File: config.mk
export PLATFORM = sky130hd
export DESIGN_NAME = ilc_queue
export DESIGN_NICKNAME = d
export VERILOG_FILES = /design/src/rtl/ilc_pkg.sv /design/src/rtl/ilc_queue.sv
export SDC_FILE = /design/constraint.sdc
export NUM_CORES = 1
export LEC_CHECK = 0
export ABC_AREA = 1
export BUFFER_PORTS_ARGS = -buffer_cell sky130_fd_sc_hd__clkbuf_2
export CAP_MARGIN = 20
export CORE_UTILIZATION = 60
export CTS_CLUSTER_DIAMETER = 30
export DETAILED_ROUTE_END_ITERATION = 12
export HOLD_SLACK_MARGIN = 0.06
export PLACE_DENSITY = 0.93
export SKIP_LAST_GASP = 1
export SLEW_MARGIN = 30
export SYNTH_ARGS = -nofsm -noshare
export SYNTH_HDL_FRONTEND = slang
export SYNTH_SLANG_ARGS = --single-unit
File: constraint.sdc
create_clock -name clk -period 10.15 [get_ports clk]
set_input_delay 1.015 -clock clk [delete_from_list [all_inputs] [get_ports clk]]
set_output_delay 1.015 -clock clk [all_outputs]
set_load 0.02 [all_outputs]
File: src/rtl/ilc_pkg.sv
// Shared types and constants for the inode location calculator.
// Holds the request, response, queue entry and configuration structs.
// No dependencies.
package ilc_pkg;

	localparam int DEF_MAX_GROUPS = 64;
	localparam int CFG_W          = 20;
	localparam int GRP_W          = 12;
	localparam int QUEUE_DEPTH    = 4;

	localparam logic [1:0] CFG_IPG = 2'd0;
	localparam logic [1:0] CFG_BSZ = 2'd1;
	localparam logic [1:0] CFG_ISZ = 2'd2;

	localparam logic OP_LOCATE = 1'b0;
	localparam logic OP_WRITE  = 1'b1;

	localparam logic [1:0] ST_OK    = 2'd0;
	localparam logic [1:0] ST_ZERO  = 2'd1;
	localparam logic [1:0] ST_RANGE = 2'd2;

	localparam logic [19:0] IPG_RST = 20'd2048;
	localparam logic [16:0] BSZ_RST = 17'd1024;
	localparam logic [10:0] ISZ_RST = 11'd128;
	localparam logic [16:0] IPB_RST = 17'(1024 / 128);

	typedef struct packed {
		logic        op;
		logic [31:0] inode_number;
		logic [5:0]  group_index;
		logic [31:0] table_start;
	} in_t;

	typedef struct packed {
		logic [1:0]  status;
		logic [31:0] block_number;
		logic [15:0] byte_offset;
	} out_t;

	typedef struct packed {
		logic             op;
		logic             zero;
		logic             oob;
		logic [GRP_W-1:0] group;
		logic [19:0]      index;
		logic [5:0]       group_index;
		logic [31:0]      table_start;
	} mid_t;

	typedef struct packed {
		logic [16:0] ipb;
		logic [10:0] isz;
	} cfg_t;

endpackage

File: src/rtl/ilc_queue.sv
// Short request queue between the front and back halves.
// Register based, one read port at the head pointer.
// Depends on ilc_pkg.
module ilc_queue (
	input  logic          clk,
	input  logic          arst_n,
	input  logic          push,
	input  ilc_pkg::mid_t push_data,
	output logic          full,
	input  logic          pop,
	output ilc_pkg::mid_t pop_data,
	output logic          empty
);
	import ilc_pkg::*;

	localparam int AW = $clog2(QUEUE_DEPTH);

	mid_t            mem_q [QUEUE_DEPTH];
	logic [AW-1:0]   wr_ptr_q;
	logic [AW-1:0]   rd_ptr_q;
	logic [AW:0]     count_q;

	assign full     = (count_q == (AW+1)'(QUEUE_DEPTH));
	assign empty    = (count_q == '0);
	assign pop_data = mem_q[rd_ptr_q];

	always_ff @(posedge clk or negedge arst_n) begin
		if (!arst_n) begin
			wr_ptr_q <= '0;
			rd_ptr_q <= '0;
			count_q  <= '0;
		end else begin
			if (push && !full) begin
				wr_ptr_q <= wr_ptr_q + 1'b1;
			end
			if (pop && !empty) begin
				rd_ptr_q <= rd_ptr_q + 1'b1;
			end
			if ((push && !full) && !(pop && !empty)) begin
				count_q <= count_q + 1'b1;
			end else if (!(push && !full) && (pop && !empty)) begin
				count_q <= count_q - 1'b1;
			end
		end
	end

	always_ff @(posedge clk) begin
		if (push && !full) begin
			mem_q[wr_ptr_q] <= push_data;
		end
	end

	a_count_bound: assert property (@(posedge clk) disable iff (!arst_n)
		count_q <= (AW+1)'(QUEUE_DEPTH)) else $error("queue count overflow");
	a_no_push_full: assert property (@(posedge clk) disable iff (!arst_n)
		full |-> !(push && !full) && (count_q != '0)) else $error("push into full queue");
	a_pop_moves: assert property (@(posedge clk) disable iff (!arst_n)
		(pop && !empty && !push) |=> (count_q == $past(count_q) - 1'b1))
		else $error("pop did not drain queue");

endmodule

# Word-level counts from Yosys, hierarchy flattened
# Memories as Yosys holds them, arrays and structs flattened.
# Cells that the tools add are included.
totals:
  reg_bits: 7
  input_bits: 77
  out_inout_bits: 75
  ram_bits: 292
  n_memories: 1
op_classes:
  mux: 4
  n_eq_ne: 1
  n_addsub: 4
  n_reduce_logical: 10
mem_list:
  columns: ["memory", "words", "width", "rd", "rd_ports_with_merged_regs", "write_ports", "line_no", "source"]
  rows:
  - ["mem_q", 4, 73, 1, 0, 1, "ilc_queue.sv:18", "mid_t mem_q [QUEUE_DEPTH];"]
ops:
  columns: ["cell", "n"]
  rows:
  - ["3-bit two-way mux", 2]
  - ["2-bit by 1-bit adder with 2-bit output, second input constant", 2]
  - ["1-bit logical AND", 4]
  - ["1-bit zero test", 4]
  - ["3-bit by 1-bit adder with 3-bit output, second input constant", 1]
  - ["3-bit equality test, second input constant", 1]
  - ["3-bit zero test", 1]
  - ["3-bit by 1-bit subtractor with 3-bit output, second input constant", 1]
  - ["1-bit two-way mux", 2]
  - ["2-bit nonzero test", 1]

# Logic depth before layout (Yosys ltp)
logic_depth:
  word_depth: 7
  ltp_mapped: 12
  ltp_nobuf: 12

# Worst setup path before layout
# OpenSTA, ideal clock, no wires.
synth_timing:
  path_kind: "input port to flip-flop"
  start: "in push"
  end: "mem mem_q[0][0] (netlist name), enable pin"
  t_required_ns: 9.645
  slack_ns: 5.438
  path_stages: 2
  t_arrival_ns: 4.207
  n_path_buf: 0
  path_cell_list: "nand2_1 > nor2_1"
synth_via:
  elab_chain_cells: 3
synth_rtl:
  columns: ["item", "line_no", "source"]
  rows:
  - ["start: declaration", "ilc_queue.sv:7", "input logic push,"]
  - ["1-bit logical AND", "ilc_queue.sv:48", "if (push && !full) begin"]
  - ["1-bit two-way mux", "ilc_queue.sv:48", null]
  - ["1-bit two-way mux (not written as such)", "ilc_queue.sv:49", "mem_q[wr_ptr_q] <= push_data;"]
  - ["end: declaration", "ilc_queue.sv:18", null]
# Every way passes these cells.

==> impl_metrics.tcl <==
set metrics [dict create \
    status "completed" \
    wire_per_inst_um 17.1 \
    crit_top_cell "nand2_1" \
    viasPerCell 5.40 \
    setup_viol 0 \
    clock-skew-final_ns 0.0129 \
    drc_errors 0 \
    detail-route-antenna-nets 0 \
    ctsResizeCount 0 \
    cp-start-kind "register" \
    gp_congestion 0.756 \
    path_depth 6 \
    finalHoldViolations 0 \
    grt_max_degree 159 \
    syn_area_um2 12000 \
    area_growth_pct 21.0 \
    slew_headroom_pct 37.0 \
    hold_buffers 0 \
    vias 7431 \
    cts.clk_slew.worst_paths_ns 0.05 \
    clockBufferDepth 3 \
    peakVddDrop_v 0.000216 \
    path_max_fanout 158 \
    synth.distinct_cells 17 \
    cp_data_arrival_time_ns 2.94 \
    synth.area.top_cells "edfxtp_1 73%, o211ai_1 9.1%, nand2_1 7.4%" \
    cp-end-kind "output pin" \
    io_buffers 151 \
    grt_overflow 0 \
    worst_pin_slew_ns 0.944 \
    core-area_um2 19500 \
    antenna_found_initial 0 \
    slowest_delay_ns 0.74 \
    avgSynthCellArea_um2 13.1 \
    wl_met1_um 8580 \
    worstSkewPairLatency_ns 0.53 \
    clock_sinks 299 \
    layout.nets 1157 \
    final_common_cell "edfxtp_1" \
    initial_core_util_pct 61.5 \
    die_x_um 143 \
    synth-seq-area-share_pct 74.5 \
    dieArea_um2 20600 \
    io_pins 152 \
    cp_top_family "buffers and inverters" \
    ys_seq_elements 299 \
    yosys.area.top_type "edfxtp_1" \
    cts_setup_buffers 0 \
    postPlaceCellArea_um2 12900 \
    grt_pass1_wl_um 36000 \
    cap_violations 0 \
    grt_usage_pct 23.3 \
    drt_pre_antenna_iters 5 \
    fmax_mhz 253 \
    cts_buffers 46 \
    p_leak_nw 5.99 \
    crit_type "reg -> out" \
    pwr_density_cell_nw_per_um2 327 \
    cts_root_buf "clkbuf_16" \
    die_h_um 143 \
    fin_crit_ns 3.95 \
    r2r_cells 5 \
    setup-tns-final_ns 0 \
    crit_buf_inv 3 \
    diodes 0 \
    grt_pass1_vias 7543 \
    dp.final_hpwl_um 12900 \
    cts_tree "done" \
    num_rows 51 \
    crit_slowest_cell "buf_6" \
    cp.required_ns 9.14 \
    drt_wl_total_um 23500 \
    drt_iter0_markers 433 \
    hp-class "in -> async" \
    synth_top_area_share_pct 73.1 \
    met2WireLength_um 12400 \
    cts_max_level 2 \
    synth_fp_nets 996 \
    path_cells "inv_8 -> buf_6 -> nand2_1 -> o211ai_1 -> nand2_1 -> clkbuf_2" \
    mostFrequentLayoutCells "292 x edfxtp_1, 237 x nand2_1, 161 x inv_1, 151 x clkbuf_2, 146 x o211ai_1" \
    syn-instance-count 913 \
    finalCritPeriodShare_pct 38.9 \
    met3_length_um 1740 \
    maxSlewViolCount 0 \
    stdcell_area_um2 14500 \
    rsz0062_at_grt "false" \
    drive_above_1_share_pct 22.0 \
    synth-warning-count 0 \
    maxUsedRoutingLayer "met4" \
]
[logic make-up (layout without fill, tap and decap cells)]
| kind of cell | count (synthesis) | after routing | synth area share, % |
|---|---|---|---|
| flops | 299 | 299 | 74.5 |
| simple gates | 249 | 249 | 7.88 |
| buf+inv | 211 | 408 | 7.65 |
| compound gates | 147 | 147 | 9.18 |
| fa+ha+maj | 6 | 6 | 0.688 |
| xor+xnor | 1 | 1 | 0.0730 |
[cells in the mapped netlist]
| cell type | number |
|---|---|
| edfxtp_1 | 292 |
| nand2_1 | 237 |
| inv_1 | 162 |
| o211ai_1 | 146 |
| buf_2 | 29 |
| buf_6 | 11 |
| dfrtp_1 | 7 |
| nand3_1 | 7 |
| clkbuf_1 | 6 |
| ha_1 | 5 |
| nor2_1 | 4 |
| buf_4 | 2 |
| fa_1 | 1 |
| inv_2 | 1 |
| nand4_1 | 1 |
| o21ai_0 | 1 |
| xnor2_1 | 1 |
[registers in the layout (all words and copies together), names as in the netlist]
| register | count |
|---|---|
| rd_ptr_q | 2 |
| wr_ptr_q | 2 |
| mem_q | 292 |
| count_q | 3 |
[worst register-to-register path: stages (launching register included)]
cell,delay (ns)
dfrtp_1,0.41
inv_1,0.08
nand3_1,0.17
nand2_1,0.34
nor2_4,0.82
buf_4,0.72
[power by group]
group,switching (mW),internal (mW),total [mW]
clock,0.546,1.01,1.56
sequential,0.0635,1.63,1.69
combinational,1.08,0.424,1.50
[layout make-up]
cell class / instances / area (µm²)
clock buffer: 47 / 1150
inverter: 163 / 619
sequential: 299 / 8940
tap: 265 / 332
timing repair buffer: 161 / 895
fill: 1130 / 5000
clock inverter: 37 / 409
multi-input combinational: 403 / 2170
[metrics by stage]
| stage | hold WS (ns) | util, % | instances | setup slack (ns) | total power [mW] |
|---|---|---|---|---|---|
| final | 0.335 | 74.4 | 1375 | 6.20 | 4.75 |
| after global routing | 0.330 | 74.4 | 1375 | 5.95 | 4.98 |
| after CTS | 0.319 | 74.1 | 1373 | 6.14 | 4.77 |
| after detailed placement | 0.487 | 66.1 | 1289 | 6.75 | 3.19 |
| after global placement | 0.487 | 65.9 | 1288 | 6.62 | 3.12 |
| after floorplan | 0.463 | - | 913 | 5.44 | 2.78 |
[final timing paths]
path | endpoint | start | slack [ns]
worst max-delay path | pop_data[64] | rd_ptr_q[0]$_DFFE_PN0P_ | 6.20
worst min-delay path | rd_ptr_q[0]$_DFFE_PN0P_ | arst_n | 0.34
worst max register to register | mem_q[2][5]$_DFFE_PP_ | count_q[0]$_DFFE_PN0P_ | 7.21
worst min register to register | count_q[2]$_DFFE_PN0P_ | count_q[2]$_DFFE_PN0P_ | 0.52
max in group asynchronous | rd_ptr_q[1]$_DFFE_PN0P_ | arst_n | 9.61
min in group clk | count_q[2]$_DFFE_PN0P_ | count_q[2]$_DFFE_PN0P_ | 0.52
[per-layer routing]
metal	up-vias	global-route usage, %
met5	-	0
met3	55	5.46
met4	0	11.9
li1	3533	-
met1	3569	25.5
met2	274	42.0
Note: power is estimated with default switching activity, not from simulation.
