[src/rtl/ilc_pkg.sv]
// Shared types and constants for the inode location calculator.
// Holds the request, response, queue entry and configuration structs.
// No dependencies.
package ilc_pkg;

	localparam int DEF_MAX_GROUPS = 64;
	localparam int CFG_W          = 20;
	localparam int GRP_W          = 12;
	localparam int QUEUE_DEPTH    = 4;

	localparam logic [1:0] CFG_IPG = 2'd0;
	localparam logic [1:0] CFG_BSZ = 2'd1;
	localparam logic [1:0] CFG_ISZ = 2'd2;

	localparam logic OP_LOCATE = 1'b0;
	localparam logic OP_WRITE  = 1'b1;

	localparam logic [1:0] ST_OK    = 2'd0;
	localparam logic [1:0] ST_ZERO  = 2'd1;
	localparam logic [1:0] ST_RANGE = 2'd2;

	localparam logic [19:0] IPG_RST = 20'd2048;
	localparam logic [16:0] BSZ_RST = 17'd1024;
	localparam logic [10:0] ISZ_RST = 11'd128;
	localparam logic [16:0] IPB_RST = 17'(1024 / 128);

	typedef struct packed {
		logic        op;
		logic [31:0] inode_number;
		logic [5:0]  group_index;
		logic [31:0] table_start;
	} in_t;

	typedef struct packed {
		logic [1:0]  status;
		logic [31:0] block_number;
		logic [15:0] byte_offset;
	} out_t;

	typedef struct packed {
		logic             op;
		logic             zero;
		logic             oob;
		logic [GRP_W-1:0] group;
		logic [19:0]      index;
		logic [5:0]       group_index;
		logic [31:0]      table_start;
	} mid_t;

	typedef struct packed {
		logic [16:0] ipb;
		logic [10:0] isz;
	} cfg_t;

endpackage

[src/rtl/ilc_back.sv]
// Back half: pipelined block divider, group table memory, offset
// multiply and the response register.
// Depends on ilc_pkg.
module ilc_back #(
	parameter int MAX_GROUPS = ilc_pkg::DEF_MAX_GROUPS
) (
	input  logic          clk,
	input  logic          arst_n,
	input  ilc_pkg::cfg_t cfg,
	input  logic          q_empty,
	input  ilc_pkg::mid_t q_data,
	output logic          pop,
	output logic          rsp_valid,
	input  logic          rsp_stall,
	output ilc_pkg::out_t rsp
);
	import ilc_pkg::*;

	localparam int NB = 20;
	localparam int GW = (MAX_GROUPS > 1) ? $clog2(MAX_GROUPS) : 1;

	typedef struct packed {
		logic             op;
		logic             zero;
		logic             oob;
		logic [GRP_W-1:0] group;
		logic [19:0]      dvd;
		logic [16:0]      rem;
		logic [19:0]      quo;
		logic [5:0]       group_index;
		logic [31:0]      table_start;
	} bst_t;

	bst_t        init;
	bst_t        bdiv_nxt [1:NB];
	bst_t        bdiv_s   [1:NB];
	logic        vld_s    [1:NB];
	logic        en;
	logic [31:0] tbl_q [MAX_GROUPS];
	logic        wr_en;
	logic [GW-1:0] wr_idx;
	logic [GW-1:0] rd_idx;
	logic        vld_sm;
	logic        op_sm;
	logic [1:0]  status_sm;
	logic [19:0] quo_sm;
	logic [15:0] off_sm;
	logic [31:0] rd_sm;
	logic        vld_so;
	out_t        rsp_so;

	function automatic bst_t bstep(bst_t a, logic [16:0] d);
		bst_t        r;
		logic [17:0] t;
		logic        ge;
		r     = a;
		t     = {a.rem, a.dvd[19]};
		ge    = (t >= {1'b0, d});
		r.rem = ge ? 17'(t - {1'b0, d}) : t[16:0];
		r.quo = {a.quo[18:0], ge};
		r.dvd = {a.dvd[18:0], 1'b0};
		return r;
	endfunction

	assign en  = !(vld_so && rsp_stall);
	assign pop = en && !q_empty;

	always_comb begin
		init.op          = q_data.op;
		init.zero        = q_data.zero;
		init.oob         = q_data.oob;
		init.group       = q_data.group;
		init.dvd         = q_data.index;
		init.rem         = '0;
		init.quo         = '0;
		init.group_index = q_data.group_index;
		init.table_start = q_data.table_start;
		bdiv_nxt[1] = bstep(init, cfg.ipb);
		for (int k = 2; k <= NB; k++) begin
			bdiv_nxt[k] = bstep(bdiv_s[k-1], cfg.ipb);
		end
	end

	always_ff @(posedge clk or negedge arst_n) begin
		if (!arst_n) begin
			for (int k = 1; k <= NB; k++) begin
				vld_s[k] <= 1'b0;
			end
			vld_sm <= 1'b0;
			vld_so <= 1'b0;
		end else if (en) begin
			vld_s[1] <= pop;
			for (int k = 2; k <= NB; k++) begin
				vld_s[k] <= vld_s[k-1];
			end
			vld_sm <= vld_s[NB];
			vld_so <= vld_sm && (op_sm == OP_LOCATE);
		end
	end

	always_ff @(posedge clk) begin
		if (en) begin
			bdiv_s <= bdiv_nxt;
		end
	end

	// Table access stage: table writes and lookups are applied here in request order.
	assign wr_idx = GW'(bdiv_s[NB].group_index);
	assign rd_idx = GW'(bdiv_s[NB].group);
	assign wr_en  = en && vld_s[NB] && (bdiv_s[NB].op == OP_WRITE)
		&& (32'(bdiv_s[NB].group_index) < 32'(MAX_GROUPS));

	always_ff @(posedge clk) begin
		if (wr_en) begin
			tbl_q[wr_idx] <= bdiv_s[NB].table_start;
		end
		if (en) begin
			rd_sm     <= tbl_q[rd_idx];
			op_sm     <= bdiv_s[NB].op;
			quo_sm    <= bdiv_s[NB].quo;
			off_sm    <= 16'(bdiv_s[NB].rem * cfg.isz);
			status_sm <= bdiv_s[NB].zero ? ST_ZERO :
				(bdiv_s[NB].oob ? ST_RANGE : ST_OK);
		end
	end

	// Response register.
	always_ff @(posedge clk) begin
		if (en) begin
			rsp_so.status       <= status_sm;
			rsp_so.block_number <= (status_sm == ST_OK) ? rd_sm + 32'(quo_sm) : '0;
			rsp_so.byte_offset  <= (status_sm == ST_OK) ? off_sm : '0;
		end
	end

	assign rsp_valid = vld_so;
	assign rsp       = rsp_so;

	a_err_zero: assert property (@(posedge clk) disable iff (!arst_n)
		(rsp_valid && rsp.status != ST_OK) |-> (rsp.block_number == '0)
		&& (rsp.byte_offset == '0)) else $error("error response carries data");
	a_status_code: assert property (@(posedge clk) disable iff (!arst_n)
		rsp_valid |-> (rsp.status == ST_OK || rsp.status == ST_ZERO
		|| rsp.status == ST_RANGE)) else $error("bad status code");
	a_hold_access: assert property (@(posedge clk) disable iff (!arst_n)
		(vld_sm && !en) |=> vld_sm && $stable(quo_sm))
		else $error("stalled table stage changed");

endmodule

[config.mk]
export PLATFORM = sky130hd
export DESIGN_NAME = ilc_back
export DESIGN_NICKNAME = d
export VERILOG_FILES = /design/src/rtl/ilc_pkg.sv /design/src/rtl/ilc_back.sv
export SDC_FILE = /design/constraint.sdc
export NUM_CORES = 2
export LEC_CHECK = 0
export BUFFER_PORTS_ARGS = -buffer_cell sky130_fd_sc_hd__clkbuf_2
export CAP_MARGIN = 0
export CORE_AREA = 2 2 725 727
export CTS_CLUSTER_DIAMETER = 200
export DETAILED_ROUTE_END_ITERATION = 10
export DIE_AREA = 0 0 727 729
export PLACE_DENSITY = 0.49
export SYNTH_ARGS = -nofsm -noshare
export SYNTH_HDL_FRONTEND = slang
export SYNTH_SLANG_ARGS = --single-unit
[constraint.sdc]
create_clock -name clk -period 96.7 [get_ports clk]
set_input_delay 19.34 -clock clk [delete_from_list [all_inputs] [get_ports clk]]
set_output_delay 19.34 -clock clk [all_outputs]
set_load 0.01 [all_outputs]
Word-level counts from Yosys, hierarchy flattened:

Memory sizes are Yosys's and may differ from the RTL's. A register that Yosys moved wholly into a read port is not among the register bits.
Index checks and enable logic that the tools add are counted.

* add/subtract/negate cells: 21
* multiply operators: 1
* order comparisons: 20
* multiplexer cells: 23
* bitwise operators: 1
* reduce and logical (&&, ||, !) cells: 9

Operators by type and width (count)
* $ge 18x17->1: 19
* $mux 17: 19
* $sub 17x17->17: 19
* $add 32x20->32: 1
* $ge 1x17->1: 1
* $mul 17x11->16: 1
* $sub 1x17->17: 1
* $logic_and 1x1->1: 5
* $logic_not 1->1: 3
* $mux 1: 3
* $logic_not 2->1: 1
* $mux 2: 1
* $not 1->1: 1

* flip-flop bits (word level): 1791
* bits in writable memories: 2048
* input port bits: 105
* output and inout bits: 52
* logic and storage cells: 285
* memories: 1

Memories
* tbl_q: words 64, bits a word 32, read ports 1, clocked after memory_dff 1, write ports 1, RTL line ilc_back.sv:39 `logic [31:0] tbl_q [MAX_GROUPS];`

Longest topological paths before layout:

* word-level depth: 6
* gate-level depth with buffers: 18
* mapped depth without buffers: 17

Worst setup path before layout:

Ideal clock, no wire load.

* path kind: input-to-reg
* start: in rsp_stall
* end: mem tbl_q[23][0], enable pin
* setup time: 0.421 ns
* arrival: 59.391 ns
* required time: 96.279 ns
* setup slack: 36.887 ns
* stages: 6
* buffers on the path: 0
* cell sequence: and2_1 -> inv_1 -> nand3_1 -> nor2_1 -> nand3_1 -> nor2_1

* cells in the longest elaborated chain, start to end: 6

Ends and longest elaborated chain
* from (decl): RTL line ilc_back.sv:14 `input logic rsp_stall,`
* $logic_and 1x1->1: RTL line ilc_back.sv:65 `assign en = !(vld_so && rsp_stall);`
* $logic_not 1->1: RTL line ilc_back.sv:65
* $logic_and 1x1->1 (2 in series): RTL line ilc_back.sv:110 `assign wr_en = en && vld_s[NB] && (bdiv_s[NB].op == OP_WRITE)`
* $mux 1: RTL line ilc_back.sv:114 `if (wr_en) begin`
* $mux 1 (implied by the code): RTL line ilc_back.sv:115 `tbl_q[wr_idx] <= bdiv_s[NB].table_start;`
* to (decl): RTL line ilc_back.sv:39

Every way passes these cells.

Worst setup path after layout:

* start: in rsp_stall
* end: out pop

* cells in the longest elaborated chain, start to end: 3

Ends and longest elaborated chain
* $logic_and 1x1->1: RTL line ilc_back.sv:65
* $logic_not 1->1: RTL line ilc_back.sv:65
* $logic_and 1x1->1: RTL line ilc_back.sv:66 `assign pop = en && !q_empty;`
* to (decl): RTL line ilc_back.sv:12 `output logic pop,`

Every way passes these cells.

==> parameters.txt <==
Parameter                              Value

Worst setup path
  Crit path kind ... input pin to output pin
  Worst Setup Start Kind ... input pin
  Critical path data required time ... 77.36 ns
  Worst R2R Setup Slack ... 88.08 ns
  Endpoint type of the worst setup path ... output pin
  Worst r2r src ... rsp_valid
  Reg-to-reg critical path endpoint ... bdiv_nxt[2074]
  Slowest cell on the critical path ... and2_1
  Peak per-stage delay on the critical path ... 0.77 ns
  Dominant delay contributor by cell family on the critical path ... simple AND/OR/NAND/NOR gates
  Number of cell instances on the worst register-to-register path ... 10
  Critical Path AT ... 20.47 ns
  Biggest fanout along the worst timing path ... 21
  Chain of cells forming the critical path ... clkbuf_2 -> and2_1 -> nor2_1 -> clkbuf_2
  Bufs and invs on worst path ... 2
  Worst path most repeated cell ... clkbuf_2

STA
  Post-Route Setup TNS ... 0 ns
  Actual slew at the worst max-slew pin ... 1.28 ns
  Shortest period the worst path allows ... 39.81 ns
  Highest clock rate ... 25.1 MHz
  Slew Limit Headroom ... 14.6%
  Max-slew violation total from the final report ... 0
  Final setup violation count ... 0
  Crit share post-route ... 41.2%
  Final-report hold violation count ... 0
  Setup repair after global routing missed its margin ... false
  Post-route clock skew ... 0.0661 ns

Pwr
  Total net switching power ... 2.12 mW
  Pwr Density ... 36.6 mW/mm²
  Pint ... 4.48 mW
  Switching power share of the total ... 32.1%
  Worst voltage drop across the vdd grid ... 0.0550 mV
  Logic gate share of total power ... 34.4%
  Proportion of power drawn by flip-flops and latches ... 41.7%
  Clk pwr share ... 23.9%
  Leakage ... 60.6 nW

Floorplan
  Core Region ... 0.523 mm²
  Die outline width ... 727 µm
  Top-Level Pins ... 157
  Die Span Y ... 729 µm
  Total Die Area ... 0.530 mm²
  Initial Util ... 29.8%
  Row Count ... 266

Global routing
  Pin count of the biggest net entering global routing ... 176
  Total congestion overflow after global routing ... 0
  Global-route wire length before repair ... 507 mm
  Number of global-route vias before repair ... 78,200
  Global Route Usage Sum ... 12.6%
  Antenna violations before repair ... 17

Detailed routing
  Per-cell via count in the routed design ... 4.70
  Average wire per standard cell ... 21.7 µm
  DRT antenna net count ... 0
  First-pass iteration count of the detailed router ... 8
  Total Routed Length ... 343 mm
  Via Count ... 74,200
  Count of routing violations after the opening detailed-route iteration ... 6,262
  Post-route DRC violation count ... 0

Synthesis
  Post-synthesis average cell area ... 19.6 µm²
  Syn Inst Count ... 7,946
  Synth warn ... 0
  Number of enable-type register cells in the synthesized netlist ... 3,848
  Post-synth top flop ... edfxtp_1
  List of most frequent post-synthesis cells ... edfxtp_1 (3,848), mux4_2 (668), ha_1 (378)
  Synth top area share ... 74.1%
  FFs w/ async S/R, synth ... 0.568%
  Cell Area, Synth ... 0.156 mm²
  Sequential cell area fraction in the yosys report ... 74.4%
  Syn Nets ... 8,524
  Synth top area cells ... edfxtp_1 (74%), mux4_2 (9.6%), ha_1 (3.0%)
  Area leader, netlist ... edfxtp_1
  Number of different library cells in the post-synthesis netlist ... 87
  FF+latch count, synth ... 3,870
  Most common cell in the synthesized netlist ... edfxtp_1

Clock network
  CTS root buf ... clkbuf_16
  Total CTS buffers ... 416
  Post-cts hold buffer count ... 0
  Maximum level of the CTS H-tree ... 5
  Clock latency on the worst-skew pair ... 1.00 ns
  CTS Sinks ... 3,870
  Deepest clock path buffer count ... 4
  Count of instances resized after the clock tree is built ... 0
  TritonCTS clock tree ... done
  Post-CTS setup buffer count ... 0
  Clk pin slew, worst setup/hold paths ... 0.06 ns

Hold path
  Worst hold-check path type ... flip-flop to flip-flop
  HP Start ... bdiv_nxt[1453]
  Hold Crit Depth ... 0
  Hold Crit Endpoint ... bdiv_nxt[1343]

Cells and area
  Final Core Density ... 34.4%
  Fraction of layout instances using a drive strength above 1 ... 22.1%
  FF/Latch Area ... 0.116 mm²
  Fin nets ... 9,054
  Area added between synthesis and finish ... 15.4%
  Area of the multi-input gates ... 0.0385 mm²
  Filler Cell Count ... 48,800

Placed design
  HPWL after DPL ... 196 mm
  Placer congestion estimate ... 0.803
  Port bufs ... 150

Outcome
  Result of the run ... complete, no violations

Flow run
  Max cap viols ... 0
worst max path at each step:
stage	start	endpoint	slack [ns]	cells after the start
after floorplan	rsp_stall	tbl_q[23][0]	36.89	6
after global placement	rsp_stall	pop	56.84	4
after detailed placement	rsp_stall	pop	56.87	4
after CTS	rsp_stall	pop	56.86	4
after global routing	rsp_stall	pop	56.72	4
final	rsp_stall	pop	56.89	4
sequential cells by signal (all words and copies together) (netlist names):
name,count
rsp_valid,1
rsp,50
bdiv_s,419
rd_sm,32
off_sm,16
wr_idx,6
status_sm,2
vld_s,20
vld_sm,1
tbl_q,2048
bdiv_nxt,1254
op_sm,1
quo_sm,20
layer usage:
metal	vias to the layer above	wire [µm]	global-route usage (%)
met3	586	14900	1.93
met4	0	9590	3.56
li1	33200	-	-
met5	-	0	0
met2	1530	174000	22.4
met1	38800	145000	16.0
power by group through the flow:
stage / clock [mW] / sequential [mW] / combinational, mW
finish: 1.57 / 2.75 / 2.27
global route: 1.69 / 2.80 / 2.51
CTS: 1.63 / 2.76 / 2.30
detailed placement: 0 / 2.80 / 2.29
global placement: 0 / 2.79 / 2.25
floorplan: 0 / 3.06 / 1.58
worst register-to-register path: stages (launching register included):
cell     delay (ns)
dfrtp_1        0.39
and2_1         0.49
inv_8          0.53
buf_4          0.87
buf_4          0.74
buf_4          0.72
buf_4          0.80
buf_4          0.84
buf_4          0.93
buf_4          0.83
buf_4          0.99
metrics by stage:
stage	cells	instance area [µm²]	worst slack (ns)	hold slack, ns	total power [mW]
2_1_floorplan	7946	156000	36.89	0.399	4.64
3_3_place_gp	15000	167000	56.84	0.400	5.04
3_5_place_dp	15000	167000	56.87	0.405	5.09
5_1_grt	15800	180000	56.72	0.410	7.01
4_1_cts	15800	180000	56.86	0.381	6.70
6_report	15800	180000	56.89	0.393	6.59
cell usage in the layout (no fill, tap or decap), types with 52 or more instances in the layout:
cell type  count
buf_4        171
clkbuf_1      90
nor3_1        86
a21oi_1      193
mux2_2       246
fa_1          95
clkbuf_2     150
clkbuf_16    426
xnor2_1      200
inv_1        268
clkinv_2      75
mux2i_1       68
xor2_1        53
nand2_1      230
nand4_1       52
o21ai_0      148
nor2b_1       68
and2_1        96
nor2_4        64
edfxtp_1    3848
mux4_2       668
nor2_1       256
o21a_1        70
ha_1         378
a21o_1        68
clkinv_1      84
nand3_1       63
final cells by class:
type                            count  area share [%]
Sequential cell                  3870            64.5
Multi-Input combinational cell   3586            21.4
Clock buffer                      518            6.12
Tap cell                         6968            4.84
Clock inverter                    244            1.36
Timing Repair Buffer              328            1.21
Inverter                          274           0.575
Antenna cell                       12          0.0167
cells by family after synthesis:
kind of cell,share of synthesized area [%]
xor+xnor,1.42
simple gates,3.43
flops,74.4
fa+ha+maj,4.25
mux,11.9
buf+inv,1.21
compound gates,3.37
Note: power is estimated with default switching activity, not from simulation.
